### src/sv/cbor_hd_pkg.sv
// Shared types and constants for the CBOR item-head decoder.
package cbor_hd_pkg;

  localparam int unsigned ByteW  = 8;
  localparam int unsigned MajorW = 3;
  localparam int unsigned MinorW = 5;
  localparam int unsigned ArgW   = 64;
  localparam int unsigned PendW  = 4;

  localparam logic [MinorW-1:0] MINOR_EMBED_LAST    = 5'd23;
  localparam logic [MinorW-1:0] MINOR_ONE_FOLLOWS   = 5'd24;
  localparam logic [MinorW-1:0] MINOR_EIGHT_FOLLOWS = 5'd27;
  localparam logic [MinorW-1:0] MINOR_INDEFINITE    = 5'd31;

  typedef struct packed {
    logic [PendW-1:0]  pending;
    logic [MajorW-1:0] major;
    logic [MinorW-1:0] minor;
    logic [ArgW-1:0]   accum;
  } hd_state_t;

  typedef struct packed {
    logic              emit;
    logic [MajorW-1:0] major;
    logic [MinorW-1:0] minor;
    logic [ArgW-1:0]   arg;
    logic              err;
  } hd_result_t;

endpackage

### src/sv/cbor_hd_step.sv
// Combinational decode of one stream byte against the current head state.
module cbor_hd_step (
  input  cbor_hd_pkg::hd_state_t          state_i,
  input  logic [cbor_hd_pkg::ByteW-1:0]   byte_i,
  output cbor_hd_pkg::hd_state_t          state_o,
  output cbor_hd_pkg::hd_result_t         result_o
);
  import cbor_hd_pkg::*;

  logic [MajorW-1:0] byte_major;
  logic [MinorW-1:0] byte_minor;
  logic [ArgW-1:0]   accum_shift;

  assign byte_major  = byte_i[ByteW-1:MinorW];
  assign byte_minor  = byte_i[MinorW-1:0];
  assign accum_shift = {state_i.accum[ArgW-ByteW-1:0], byte_i};

  always_comb begin
    state_o  = state_i;
    result_o = '0;
    if (state_i.pending != '0) begin
      state_o.accum   = accum_shift;
      state_o.pending = state_i.pending - 4'd1;
      result_o.emit   = (state_i.pending == 4'd1);
      result_o.major  = state_i.major;
      result_o.minor  = state_i.minor;
      result_o.arg    = accum_shift;
    end else if (byte_minor <= MINOR_EMBED_LAST || byte_minor == MINOR_INDEFINITE) begin
      result_o.emit  = 1'b1;
      result_o.major = byte_major;
      result_o.minor = byte_minor;
      result_o.arg   = {{(ArgW-MinorW){1'b0}}, byte_minor};
    end else if (byte_minor <= MINOR_EIGHT_FOLLOWS) begin
      state_o.major   = byte_major;
      state_o.minor   = byte_minor;
      state_o.accum   = '0;
      state_o.pending = PendW'(4'd1 << byte_minor[1:0]);
    end else begin
      result_o.emit  = 1'b1;
      result_o.major = byte_major;
      result_o.minor = byte_minor;
      result_o.err   = 1'b1;
    end
  end

endmodule

### src/sv/cbor_head_decoder.sv
// Top level of the CBOR item-head decoder.
//
// The input channel (in_valid, in_ready, in_byte) carries one stream byte per
// transaction. An initial byte with an embedded argument, the indefinite code
// or a reserved code yields one result transaction; codes 24 to 27 yield one
// result after the last of their 1, 2, 4 or 8 big-endian argument bytes.
// The result channel carries major type, minor code, the 64-bit argument and
// a reserved-code error flag.
// A result appears on the output register in the cycle after the byte that
// completes it is accepted. One byte can be accepted every cycle unless a
// waiting result is stalled; the single output register sets that.
// While the receiver stalls a waiting result, in_ready drops until it is
// taken; a result and a new byte can cross in the same cycle.
// Reset (rst_n low, synchronous) returns the decoder to awaiting an initial
// byte and empties the output register.
module cbor_head_decoder (
  input  logic                             clk,
  input  logic                             rst_n,
  input  logic                             in_valid,
  output logic                             in_ready,
  input  logic [cbor_hd_pkg::ByteW-1:0]    in_byte,
  output logic                             out_valid,
  input  logic                             out_ready,
  output logic [cbor_hd_pkg::MajorW-1:0]   out_major_type,
  output logic [cbor_hd_pkg::MinorW-1:0]   out_minor_code,
  output logic [cbor_hd_pkg::ArgW-1:0]     out_arg_value,
  output logic                             out_reserved_error
);
  import cbor_hd_pkg::*;

  hd_state_t  state_r, state_nxt;
  hd_result_t step_res;
  logic       out_valid_r;
  logic [MajorW-1:0] major_r;
  logic [MinorW-1:0] minor_r;
  logic [ArgW-1:0]   arg_r;
  logic              err_r;
  logic              in_fire;

  assign in_ready = !out_valid_r || out_ready;
  assign in_fire  = in_valid && in_ready;

  cbor_hd_step u_step (
    .state_i  (state_r),
    .byte_i   (in_byte),
    .state_o  (state_nxt),
    .result_o (step_res)
  );

  always_ff @(posedge clk) begin
    if (!rst_n) begin
      state_r     <= '0;
      out_valid_r <= 1'b0;
    end else begin
      if (in_fire) begin
        state_r <= state_nxt;
      end
      if (in_fire && step_res.emit) begin
        out_valid_r <= 1'b1;
      end else if (out_ready) begin
        out_valid_r <= 1'b0;
      end
    end
  end

  always_ff @(posedge clk) begin
    if (in_fire && step_res.emit) begin
      major_r <= step_res.major;
      minor_r <= step_res.minor;
      arg_r   <= step_res.arg;
      err_r   <= step_res.err;
    end
  end

  assign out_valid          = out_valid_r;
  assign out_major_type     = major_r;
  assign out_minor_code     = minor_r;
  assign out_arg_value      = arg_r;
  assign out_reserved_error = err_r;

  a_pending_range: assert property (@(posedge clk) disable iff (!rst_n)
    state_r.pending == 4'd0 || state_r.pending == 4'd1 || state_r.pending == 4'd2 ||
    state_r.pending == 4'd3 || state_r.pending == 4'd4 || state_r.pending == 4'd5 ||
    state_r.pending == 4'd6 || state_r.pending == 4'd7 || state_r.pending == 4'd8)
    else $error("argument byte count out of range");

  a_held_minor: assert property (@(posedge clk) disable iff (!rst_n)
    state_r.pending != 4'd0 |->
      (state_r.minor >= MINOR_ONE_FOLLOWS && state_r.minor <= MINOR_EIGHT_FOLLOWS))
    else $error("pending argument bytes without a following-bytes code");

  a_last_byte_emits: assert property (@(posedge clk) disable iff (!rst_n)
    in_fire && state_r.pending == 4'd1 |=> out_valid_r && !err_r)
    else $error("last argument byte gave no result");

  a_reserved_zero: assert property (@(posedge clk) disable iff (!rst_n)
    out_valid_r && err_r |-> arg_r == '0 && minor_r > MINOR_EIGHT_FOLLOWS &&
      minor_r != MINOR_INDEFINITE)
    else $error("reserved-code result malformed");

  a_embedded_value: assert property (@(posedge clk) disable iff (!rst_n)
    out_valid_r && (minor_r <= MINOR_EMBED_LAST || minor_r == MINOR_INDEFINITE) |->
      arg_r == {{(ArgW-MinorW){1'b0}}, minor_r} && !err_r)
    else $error("embedded argument does not match minor code");

endmodule

### config.mk
export PLATFORM = sky130hd
export DESIGN_NAME = cbor_head_decoder
export DESIGN_NICKNAME = d
export VERILOG_FILES = /design/src/sv/cbor_hd_pkg.sv /design/src/sv/cbor_hd_step.sv /design/src/sv/cbor_head_decoder.sv
export SDC_FILE = /design/constraint.sdc
export NUM_CORES = 1
export LEC_CHECK = 0
export BUFFER_PORTS_ARGS = -buffer_cell sky130_fd_sc_hd__buf_2
export CAP_MARGIN = 40
export CORE_UTILIZATION = 54
export DETAILED_ROUTE_END_ITERATION = 7
export GPL_ROUTABILITY_DRIVEN = 1
export PLACE_DENSITY_LB_ADDON = 0.08
export SYNTH_ARGS = -nofsm -noshare
export SYNTH_HDL_FRONTEND = slang
export SYNTH_SLANG_ARGS = --single-unit
export TNS_END_PERCENT = 30
### constraint.sdc
create_clock -name clk -period 10.1 [get_ports clk]
set_input_delay 1.01 -clock clk [delete_from_list [all_inputs] [get_ports clk]]
set_output_delay 1.01 -clock clk [all_outputs]
set_load 0.01 [all_outputs]
Yosys cells after proc, flatten, opt, wreduce, memory -nomap -nowiden
Cells that the tools add are included.
{"block": "classes", "bitwise": 2, "n_mul": 0, "n_addsub": 1, "div": 0, "shift": 1, "n_lt_le_gt_ge": 2, "eq_ne": 3, "n_reduce_logical": 11, "muxes": 11}
{"operator": "76-bit 2-to-1 mux", "count": 2}
{"operator": "73-bit 2-to-1 mux", "count": 1}
{"operator": "56-bit 2-to-1 mux", "count": 1}
{"operator": "9-bit 2-to-1 mux", "count": 2}
{"operator": "5-bit <= comparator (second input constant)", "count": 2}
{"operator": "5-bit equality test (second input constant)", "count": 1}
{"operator": "5-bit 2-to-1 mux", "count": 1}
{"operator": "4-bit by 1-bit equality test with 1-bit output (second input constant)", "count": 1}
{"operator": "4-bit 2-to-1 mux", "count": 1}
{"operator": "4-bit AND reduction", "count": 1}
{"operator": "2-bit nonzero test", "count": 2}
{"operator": "4-bit nonzero test", "count": 1}
{"operator": "1-bit by 2-bit left shift with 4-bit output (first input constant)", "count": 1}
{"operator": "4-bit by 1-bit subtractor with 4-bit output (second input constant)", "count": 1}
{"operator": "1-bit 2-to-1 mux", "count": 3}
{"operator": "3-bit AND reduction", "count": 1}
{"operator": "1-bit logical AND", "count": 2}
{"operator": "1-bit logical OR", "count": 2}
{"operator": "2-bit by 1-bit != test with 1-bit output (second input constant)", "count": 1}
{"operator": "1-bit NOT", "count": 2}
{"operator": "2-bit OR reduction", "count": 1}
{"operator": "1-bit logical NOT", "count": 1}
{"block": "word_totals", "memories": 0, "word_cells": 40, "output_inout_bits": 75, "latchBits": 0, "romBits": 0, "register_bits": 142, "in_bits": 12, "ram_bits": 0}

Logic depth before layout (Yosys ltp)
Gate-level depths: netlist of run 1.
{"block": "depth", "ltp_word": 6, "ltp_mapped": 9}

Modules after synthesis
From an unflattened synthesis of run 1, not the netlist that was laid out.
{"block": "unflattened", "cells_unflattened": 611, "area_unflattened_um2": 6657.6}
{"module": "cbor_head_decoder", "seq_area_each_um2": 3733.6, "area_per_inst_um2": 5255.0, "n_inst": 1, "cells_per_inst": 409}
{"module": "cbor_hd_step", "seq_area_each_um2": 0.0, "area_per_inst_um2": 1402.6, "n_inst": 1, "cells_per_inst": 202}

Worst setup path after synthesis of run 1
OpenSTA, ideal clock, no wires.
{"block": "synth_path", "path_type": "input to register", "start": "input port out_ready", "end": "register arg_r[0] (netlist: out_arg_value[0]) (enable)", "path_stages": 4, "t_required_ns": 9.487, "path_slack_ns": 2.573, "setup_ns": 0.613, "t_arrival_ns": 6.914, "cell_sequence": "nand2b_1 clkbuf_1 nand2_1 a211oi_1"}
{"block": "synth_between", "elab_chain_cells": 3}
{"item": "start: declaration", "line_no": "cbor_head_decoder.sv:23", "rtl": "input logic out_ready,"}
{"item": "1-bit logical OR", "line_no": "cbor_head_decoder.sv:40", "rtl": "assign in_ready = !out_valid_r || out_ready;"}
{"item": "named net in_ready", "line_no": "cbor_head_decoder.sv:20", "rtl": "output logic in_ready,"}
{"item": "1-bit logical AND", "line_no": "cbor_head_decoder.sv:41", "rtl": "assign in_fire = in_valid && in_ready;"}
{"item": "1-bit logical AND", "line_no": "cbor_head_decoder.sv:67", "rtl": "if (in_fire && step_res.emit) begin"}
{"item": "end signal: assignment", "line_no": "cbor_head_decoder.sv:70", "rtl": "arg_r <= step_res.arg;"}
{"item": "end: declaration", "line_no": "cbor_head_decoder.sv:36", "rtl": "logic [ArgW-1:0] arg_r;"}
The timed path passes the listed nets, and every way through them passes these cells.
A chain may end at the register's enable or synchronous reset.

Worst setup path after layout of run 1
{"block": "layout_path", "start": "register state_r[72] (netlist bit)", "end": "register state_r[38] (netlist bit)"}
{"block": "layout_between", "elab_chain_cells": 3, "word_cells_on_any_way": 5}
{"item": "start: declaration", "line_no": "cbor_head_decoder.sv:31", "rtl": "hd_state_t state_r, state_nxt;"}
{"item": "start signal: assignment", "line_no": "cbor_head_decoder.sv:56", "rtl": "state_r <= state_nxt;"}
{"item": "4-bit nonzero test (*)", "line_no": "cbor_hd_step.sv:21", "rtl": "if (state_i.pending != '0) begin"}
{"item": "2-bit by 1-bit != test with 1-bit output (no line) / 2-bit nonzero test (equally long branches)"}
{"item": "3-bit AND reduction (no line)"}
Every way passes the cells marked *; elsewhere a longest branch is shown, timed or not.

==> flow_summary.json, run 1 <==
{
  "outcome": "finished clean",
  "drive_gt1_share_pct": 27.8,
  "clock_skew_ps": 13.5,
  "hold_path_depth": 1,
  "dp.cells": 558,
  "endpoint_kind": "register",
  "postRouteWirelength_um": 9020,
  "required_ps": 10540,
  "first_pass_iters": 4,
  "grt_pass1_wl_um": 14600,
  "synth_cells": 367,
  "nets": 462,
  "setup_ws_ps": 7410,
  "slew_viol_final": 0,
  "cts_hold_buf": 0,
  "final_cell_mix": "buf_2, edfxtp_1, dfxtp_1, and2_1, a22o_1",
  "stdcell_count": 590,
  "synth_area_per_cell_um2": 14.1,
  "reg2reg_to": "state_r[38]",
  "yosys-top-cells-area": "edfxtp_1, dfxtp_1, a22o_1",
  "pwr_density_cell_mw_per_mm2": 246,
  "p_leak_nw": 2.52,
  "clkLatencyLatePin_ps": 510,
  "yosys_warnings": 0,
  "max_freq_ghz": 0.372,
  "worst-r2r-cell-count": 7,
  "gp_congestion": 0.863,
  "drv_cap": 0,
  "rsz0062_at_grt": "no",
  "ir_drop_mv": 0.128,
  "critPathLaunchType": "register",
  "async_flop_share_pct": 0,
  "r2r-start": "state_r[72]",
  "clkTransAtPathRegs_ps": 60,
  "ctsRootBufferMaster": "clkbuf_8",
  "tns_ps": 0,
  "io_pins": 87,
  "dieArea_mm2": 0.00998,
  "h-tree-depth": 4,
  "die_w_um": 99.9,
  "setup_violations": 0,
  "yosys.cell_types.count": 39,
  "whs_endpoint": "state_r[53]",
  "ant_nets": 0,
  "grt_max_degree": 74,
  "yosysTopAreaCell": "edfxtp_1",
  "dpl_worst_slack_ps": 7390,
  "core-area_mm2": 0.00924,
  "ys_ff_latch": 142,
  "ys.flop_type": "edfxtp_1",
  "numClockSinks": 142,
  "synth-edff-count": 73,
  "synth_top_cell_area_share_pct": 42.4,
  "drc_errors": 0,
  "routedWlPerCell_um": 15.3,
  "die_h_um": 99.9,
  "hold_ws_ps": 468,
  "antenna_found_initial": 0,
  "worst_slew_pin_slew_ps": 723,
  "crit_fanout": 73,
  "final_hold_viol_count": 0,
  "syn_nets": 381,
  "critPathArrivalTime_ps": 3130,
  "cts.repair.resized": 0,
  "r2r_slack_ps": 7410,
  "viasPerCell": 5.27,
  "insertedDiodeCount": 0,
  "path_class": "reg -> reg",
  "cts_setup_buffers": 0,
  "cts_tree": "built",
  "layout_commonest_cell": "buf_2",
  "seq_area_frac_synth_pct": 69.1,
  "hold_path.class": "reg -> reg",
  "io_buffers": 86,
  "grt-ovfl-total": 0,
  "syn_area_mm2": 0.00517,
  "num_vias": 3111,
  "initial_core_util_pct": 56.0,
  "clock_path_buffers": 2,
  "syn2layout_area_growth_pct": 19.8,
  "cts_buffers": 17,
  "grt_usage_pct": 19.3,
  "num_rows": 35,
  "grt_pass1_vias": 2856,
  "first_iter_violations": 107,
  "slew_headroom_pct": 51.7,
  "fin_crit_ps": 2690,
  "dp_hpwl_um": 5540,
  "min_from": "state_r[53]",
  "fin_crit_sh_pct": 26.6
}
-- metrics by stage --
stage / utilization, % / instance area (µm²) / total power (W)
floorplan: - / 5170 / 0.000858
global placement: 60.5 / 5590 / 0.000908
detailed placement: 60.5 / 5590 / 0.000913
CTS: 67.1 / 6200 / 0.00154
global route: 67.1 / 6200 / 0.00159
finish: 67.1 / 6200 / 0.00152
-- metal layers --
metal,vias up,share of wire (%),track usage (%)
li1,1523,-,-
met4,0,0,6.79
met2,77,49,29.9
met5,-,0,0
met1,1511,46,25.9
met3,0,4.7,5.92
-- cell usage after synthesis (2+ instances only) --
library cell	count
a211o_1	2
a21oi_1	3
a22o_1	61
a31oi_1	2
and2_1	64
and3_1	2
buf_2	2
buf_6	6
buf_8	4
clkbuf_1	14
dfxtp_1	69
edfxtp_1	73
ha_1	2
inv_1	6
nand2_1	9
nand3_1	10
nand4_1	2
nor2_1	4
nor3_1	2
o21a_1	2
o21ai_0	10
-- logic make-up after synthesis --
logic type / count (synthesis) / share of synthesized area (%)
multiplexers: 1 / 0.218
AND/OR/NAND/NOR: 100 / 11.7
buffers and inverters: 33 / 4.50
adder cells (fa/ha/maj): 2 / 0.483
AO/OA/AOI/OAI: 89 / 14.1
flip-flops: 142 / 69.1
-- layout make-up --
cell class	instances	area, µm²
clock inverter	14	181
sequential	142	3570
timing repair buffer	89	453
multi-input combinational	192	1380
inverter	6	22.5
clock buffer	18	428
fill	685	3040
tap	129	161
-- worst max-delay path, cell delays in order (launching register included) --
cell,delay [ps]
dfxtp_1,370
inv_1,80
ha_1,320
or3b_2,470
buf_4,340
nor2_8,210
o21a_4,550
a22o_1,240
-- power by group --
group | total [W] | internal [W] | switching [W]
clock | 0.000625 | 0.000387 | 0.000238
sequential | 0.000696 | 0.000677 | 0.0000183
combinational | 0.000203 | 0.0000633 | 0.000140
total | 0.00152 | 0.00113 | 0.000396
-- registers in the layout (all words and copies together), names as in the netlist --
signal and count:
state_r 68, out_major_type 3, out_valid 1, out_reserved_error 1
out_minor_code 5, out_arg_value 64
-- worst max path at each step --
stage / depth (start not counted) / to / from
3_5_place_dp: 4 / out_arg_value[6] / in_byte[4]
3_3_place_gp: 5 / out_arg_value[36] / out_ready
6_report: 7 / state_r[38] / state_r[72]
4_1_cts: 7 / state_r[20] / state_r[72]
5_1_grt: 7 / state_r[27] / state_r[72]
2_1_floorplan: 4 / out_arg_value[0] / out_ready
Power figures use the tool's default switching activity.
==> inputs of run 2 (changes only) <==
Clock period 10.1 ns to 2.8 ns, I/O delays scaled along.
==> run 2 against run 1 <==
Compared with the run above:
- final cell count increased by 0.17%
- via count increased by 0.45%
- flip-flop and latch count unchanged
- routed wire length increased by 1.9%
- global-route usage increased by 0.51 points
- design area increased by 0.18%
- sequential share of layout area about the same
- fmax increased by 8.1%
- utilization increased by 0.12 points
- combinational power increased to 3.7 times the previous value
- largest cell class unchanged
- largest power group unchanged
==> flow_summary.json, run 2 (synthesis results as in run 1) <==
{
  "outcome": "finished clean",
  "first_iter_violations": 135,
  "gp_congestion": 0.888,
  "nets": 463,
  "worst-r2r-cell-count": 6,
  "h-tree-depth": 4,
  "largest_register": "state_r",
  "die_w_um": 99.9,
  "io_buffers": 86,
  "startpoint": "state_r[73]",
  "path_buf_inv": 1,
  "final_area_mm2": 0.00621,
  "critPathLaunchType": "register",
  "cts_setup_buffers": 0,
  "clkTransAtPathRegs_ps": 60,
  "worstPathCellList": "inv_2, ha_4, or3b_2, nor2_8, o21a_4, a22o_1",
  "grt_max_degree": 57,
  "drc_errors": 0,
  "drive_gt1_share_pct": 29.0,
  "r2r-start": "state_r[73]",
  "critPathArrivalTime_ps": 2940,
  "initial_core_util_pct": 56.0,
  "setup_violations": 0,
  "endpoint_kind": "register",
  "hold_path.class": "in -> reg",
  "cts.repair.resized": 0,
  "first_pass_iters": 5,
  "dp_hpwl_um": 5740,
  "crit_path_max_incr_delay_ps": 740,
  "path_class": "reg -> reg",
  "grt-ovfl-total": 0,
  "dpl_worst_slack_ps": 374,
  "clock_skew_ps": 10.7,
  "cts_buffers": 17,
  "reg2reg_to": "state_r[22]",
  "grt_pass1_wl_um": 15000,
  "crit_fanout": 56,
  "num_rows": 35,
  "die_h_um": 99.9,
  "io_pins": 87,
  "ant_nets": 0,
  "p_total_w": 0.00545,
  "final_cell_mix": "buf_2, edfxtp_1, dfxtp_1, and2_1, a22o_1",
  "crit_end": "state_r[22]",
  "largest_register_ffs": 68,
  "postRouteWirelength_um": 9190,
  "crit_slowest_cell": "or3b_2",
  "drv_cap": 0,
  "layout_commonest_cell": "buf_2",
  "insertedDiodeCount": 0,
  "pwr_density_cell_mw_per_mm2": 877,
  "ir_drop_mv": 0.524,
  "max_freq_ghz": 0.402,
  "clock_path_buffers": 2,
  "slew_headroom_pct": 57.3,
  "cts_tree": "built",
  "ctsRootBufferMaster": "clkbuf_8",
  "setup_ws_ps": 313,
  "antenna_found_initial": 0,
  "slew_viol_final": 0,
  "syn2layout_area_growth_pct": 20.0,
  "final_hold_viol_count": 0,
  "r2r_slack_ps": 310,
  "p_leak_nw": 2.53,
  "fin_crit_sh_pct": 88.8,
  "routedWlPerCell_um": 15.6,
  "fin_crit_ps": 2490,
  "rsz0062_at_grt": "no",
  "dieArea_mm2": 0.00998,
  "worst_slew_pin_slew_ps": 640,
  "viasPerCell": 5.29,
  "grt_usage_pct": 19.8,
  "num_vias": 3125,
  "dpl_cell_area_mm2": 0.00563,
  "crit_family": "simple AND/OR/NAND/NOR gates",
  "required_ps": 3260,
  "core-area_mm2": 0.00924,
  "postLayoutCoreUtil_pct": 67.2,
  "numClockSinks": 142,
  "cts_hold_buf": 0,
  "clkLatencyLatePin_ps": 520,
  "path_depth": 6,
  "grt_pass1_vias": 3000
}
[run 2: report_power, final]
part           internal [W]  switching, W  total (W)
Clock               0.00135      0.000834    0.00219
Sequential          0.00244     0.0000626    0.00251
Combinational      0.000246      0.000512   0.000758
[run 2: metrics by stage]
stage,TNS [ps],instances,hold WS [ps]
5_1_grt,0,591,23.4
4_1_cts,0,591,7.06
2_1_floorplan,-13200,367,405
3_3_place_gp,0,559,446
6_report,0,591,16.6
3_5_place_dp,0,559,458
[run 2: worst min path at each step]
| stage | depth (start not counted) | slack [ps] | to | from |
|---|---|---|---|---|
| 2_1_floorplan | 1 | 410 | state_r[2] | in_byte[2] |
| 3_3_place_gp | 1 | 450 | state_r[67] | state_r[67] |
| 3_5_place_dp | 1 | 460 | state_r[68] | state_r[68] |
| 4_1_cts | 2 | 7 | state_r[5] | in_byte[5] |
| 5_1_grt | 2 | 20 | state_r[5] | in_byte[5] |
| 6_report | 2 | 20 | state_r[5] | in_byte[5] |
[run 2: cell type report]
type / instances / area, µm²
Sequential cell: 142 / 3580
Tap cell: 129 / 161
Timing Repair Buffer: 90 / 460
Clock inverter: 15 / 170
Multi-Input combinational cell: 192 / 1410
Fill cell: 700 / 3030
Inverter: 6 / 22.5
Clock buffer: 17 / 414
[run 2: per-layer routing]
metal	global-route usage [%]	wire length [µm]
met3	5.08	434
met4	9.05	142
met5	0	0
met1	26.9	4360
met2	30.2	4250
[run 2: worst reg2reg max path, delay by kind of cell (launching register included)]
kind | cells | cell delay (ps)
AO/OA/AOI/OAI | 2 | 840
buffers and inverters | 1 | 80
adder cells (fa/ha/maj) | 1 | 190
AND/OR/NAND/NOR | 2 | 980
flip-flops | 1 | 340
==> inputs of run 3 (changes only) <==
Settings changed: CELL_PAD_IN_SITES_DETAIL_PLACEMENT set to 0, CELL_PAD_IN_SITES_GLOBAL_PLACEMENT set to 1, CORE_MARGIN set to 10, CORE_UTILIZATION 54 to 45.
==> run 3 against run 2 <==
Compared with the run above:
- count of clock-buffer cells in the layout up 2
- combinational power is 6.1% higher
- setup slack improved by 310 ps
==> flow_summary.json, run 3 (synthesis results as in run 1) <==
{
  "grt_max_degree": 57,
  "routedWlPerCell_um": 17.3,
  "io_buffers": 86,
  "drive_gt1_share_pct": 29.5,
  "nets": 467,
  "gp_congestion": 0.780,
  "ant_nets": 0,
  "startpoint": "state_r[72]",
  "grt_pass1_vias": 3295,
  "postLayoutCoreUtil_pct": 56.0,
  "clkTransAtPathRegs_ps": 60,
  "worstPathCellList": "inv_2, ha_4, or3b_2, buf_4, and3_4, a22o_1",
  "max_freq_ghz": 0.459,
  "dieArea_mm2": 0.0162,
  "critPathLaunchType": "register",
  "initial_core_util_pct": 45.7,
  "drv_cap": 0,
  "grt-ovfl-total": 0,
  "drc_errors": 0,
  "worst-r2r-cell-count": 6,
  "ctsRootBufferMaster": "clkbuf_16",
  "r2r-start": "state_r[72]",
  "numClockSinks": 142,
  "cts_setup_buffers": 0,
  "die_w_um": 127,
  "slew_headroom_pct": 58.8,
  "crit_slowest_cell": "or3b_2",
  "outcome": "finished clean",
  "final_cell_mix": "buf_2, edfxtp_1, dfxtp_1, and2_1, a22o_1",
  "first_pass_iters": 4,
  "hold_path.class": "in -> reg",
  "postRouteWirelength_um": 10500,
  "worst_slew_pin_slew_ps": 618,
  "dpl_cell_area_mm2": 0.00569,
  "dp_hpwl_um": 6950,
  "setup_violations": 0,
  "crit_fanout": 56,
  "combPwrFrac_pct": 13.9,
  "core-area_mm2": 0.0113,
  "layout_commonest_cell": "buf_2",
  "switching_share_pct": 24.5,
  "slew_viol_final": 0,
  "p_leak_nw": 2.58,
  "path_class": "reg -> reg",
  "cts_buffers": 17,
  "cts_hold_buf": 0,
  "final_hold_viol_count": 0,
  "grt_usage_pct": 13.6,
  "rsz0062_at_grt": "no",
  "cts_tree": "built",
  "final_area_mm2": 0.00634,
  "critPathArrivalTime_ps": 2480,
  "largest_register": "state_r",
  "h-tree-depth": 4,
  "endpoint_kind": "register",
  "cts.repair.resized": 0,
  "seq_power_share_pct": 43.3,
  "fin_crit_ps": 2180,
  "clkLatencyLatePin_ps": 410,
  "grt_pass1_wl_um": 17500,
  "first_iter_violations": 209,
  "ir_drop_mv": 0.484,
  "fin_crit_sh_pct": 77.8,
  "min_from": "in_byte[5]",
  "num_vias": 3123,
  "insertedDiodeCount": 0,
  "antenna_found_initial": 0,
  "io_pins": 87,
  "p_clk_share_pct": 42.8,
  "largest_register_ffs": 68,
  "viasPerCell": 5.14,
  "internal_power_w": 0.00437,
  "crit_path_max_incr_delay_ps": 540,
  "required_ps": 3100,
  "switchingPower_w": 0.00142,
  "pwr_density_cell_mw_per_mm2": 914,
  "clock_skew_ps": 8.33,
  "hold_path_depth": 2,
  "die_h_um": 127,
  "clock_path_buffers": 2,
  "num_rows": 39,
  "syn2layout_area_growth_pct": 22.5
}
==> run 3: changes by cell type in the layout (fill, tap and decap cells not counted) <==
| cell | change |
|---|---|
| buf_4 | +3 |
| bufinv_16 | +3 |
| clkinv_4 | -3 |
| clkbuf_1 | +2 |
| clkinv_1 | -2 |
| buf_12 | +1 |
| clkbuf_16 | +1 |
| clkbuf_8 | -1 |
| clkinv_2 | -1 |
| clkinvlp_4 | +1 |
| inv_6 | -1 |
==> run 3: critical path: cells and delay by family, from the launching register on <==
kind,cells,cell delay [ps]
and+or+nand+nor,2,920
DFF,1,360
buffers and inverters,2,320
AOI/OAI and AO/OA,1,260
adders and majority gates,1,180
==> run 3: routing by layer <==
| metal | vias to the layer above | share of wire, % | global-route usage [%] |
|---|---|---|---|
| met2 | 70 | 48 | 21.8 |
| met1 | 1506 | 46 | 16.2 |
| li1 | 1533 | - | - |
| met5 | - | 0 | 0 |
| met4 | 0 | 1.5 | 5.89 |
| met3 | 14 | 5.3 | 5.09 |
==> run 3: path summary, 6_finish.rpt <==
check / endpoint / slack, ps
max: state_r[37] / 620
min: state_r[5] / 130
max reg2reg: state_r[37] / 620
min reg2reg: state_r[68] / 460
==> run 3: final cells by class <==
class	count	area [µm²]
fillers	959	4980
flip-flops and latches	142	3580
multi-input cells	192	1410
repair buffers	94	503
clock buffers	19	433
clock inverters	12	220
well taps	143	179
inverters	6	22.5
==> run 3: power by group through the flow <==
stage | clock, W | sequential (W) | combinational (W)
after floorplan | 0 | 0.00266 | 0.000438
after global placement | 0 | 0.00255 | 0.000815
after detailed placement | 0 | 0.00256 | 0.000820
after CTS | 0.00253 | 0.00252 | 0.000823
after global routing | 0.00263 | 0.00253 | 0.000894
final | 0.00248 | 0.00251 | 0.000804
==> run 3: metrics by stage <==
step                setup slack [ps]  total power [W]  instances  hold WS, ps  TNS, ps
detailed placement               643          0.00338        577          455        0
finish                           623          0.00580        608          130        0
global placement                 683          0.00336        577          448        0
global route                     534          0.00605        608          134        0
floorplan                       -181          0.00310        367          405   -13200
CTS                              630          0.00587        608          112        0
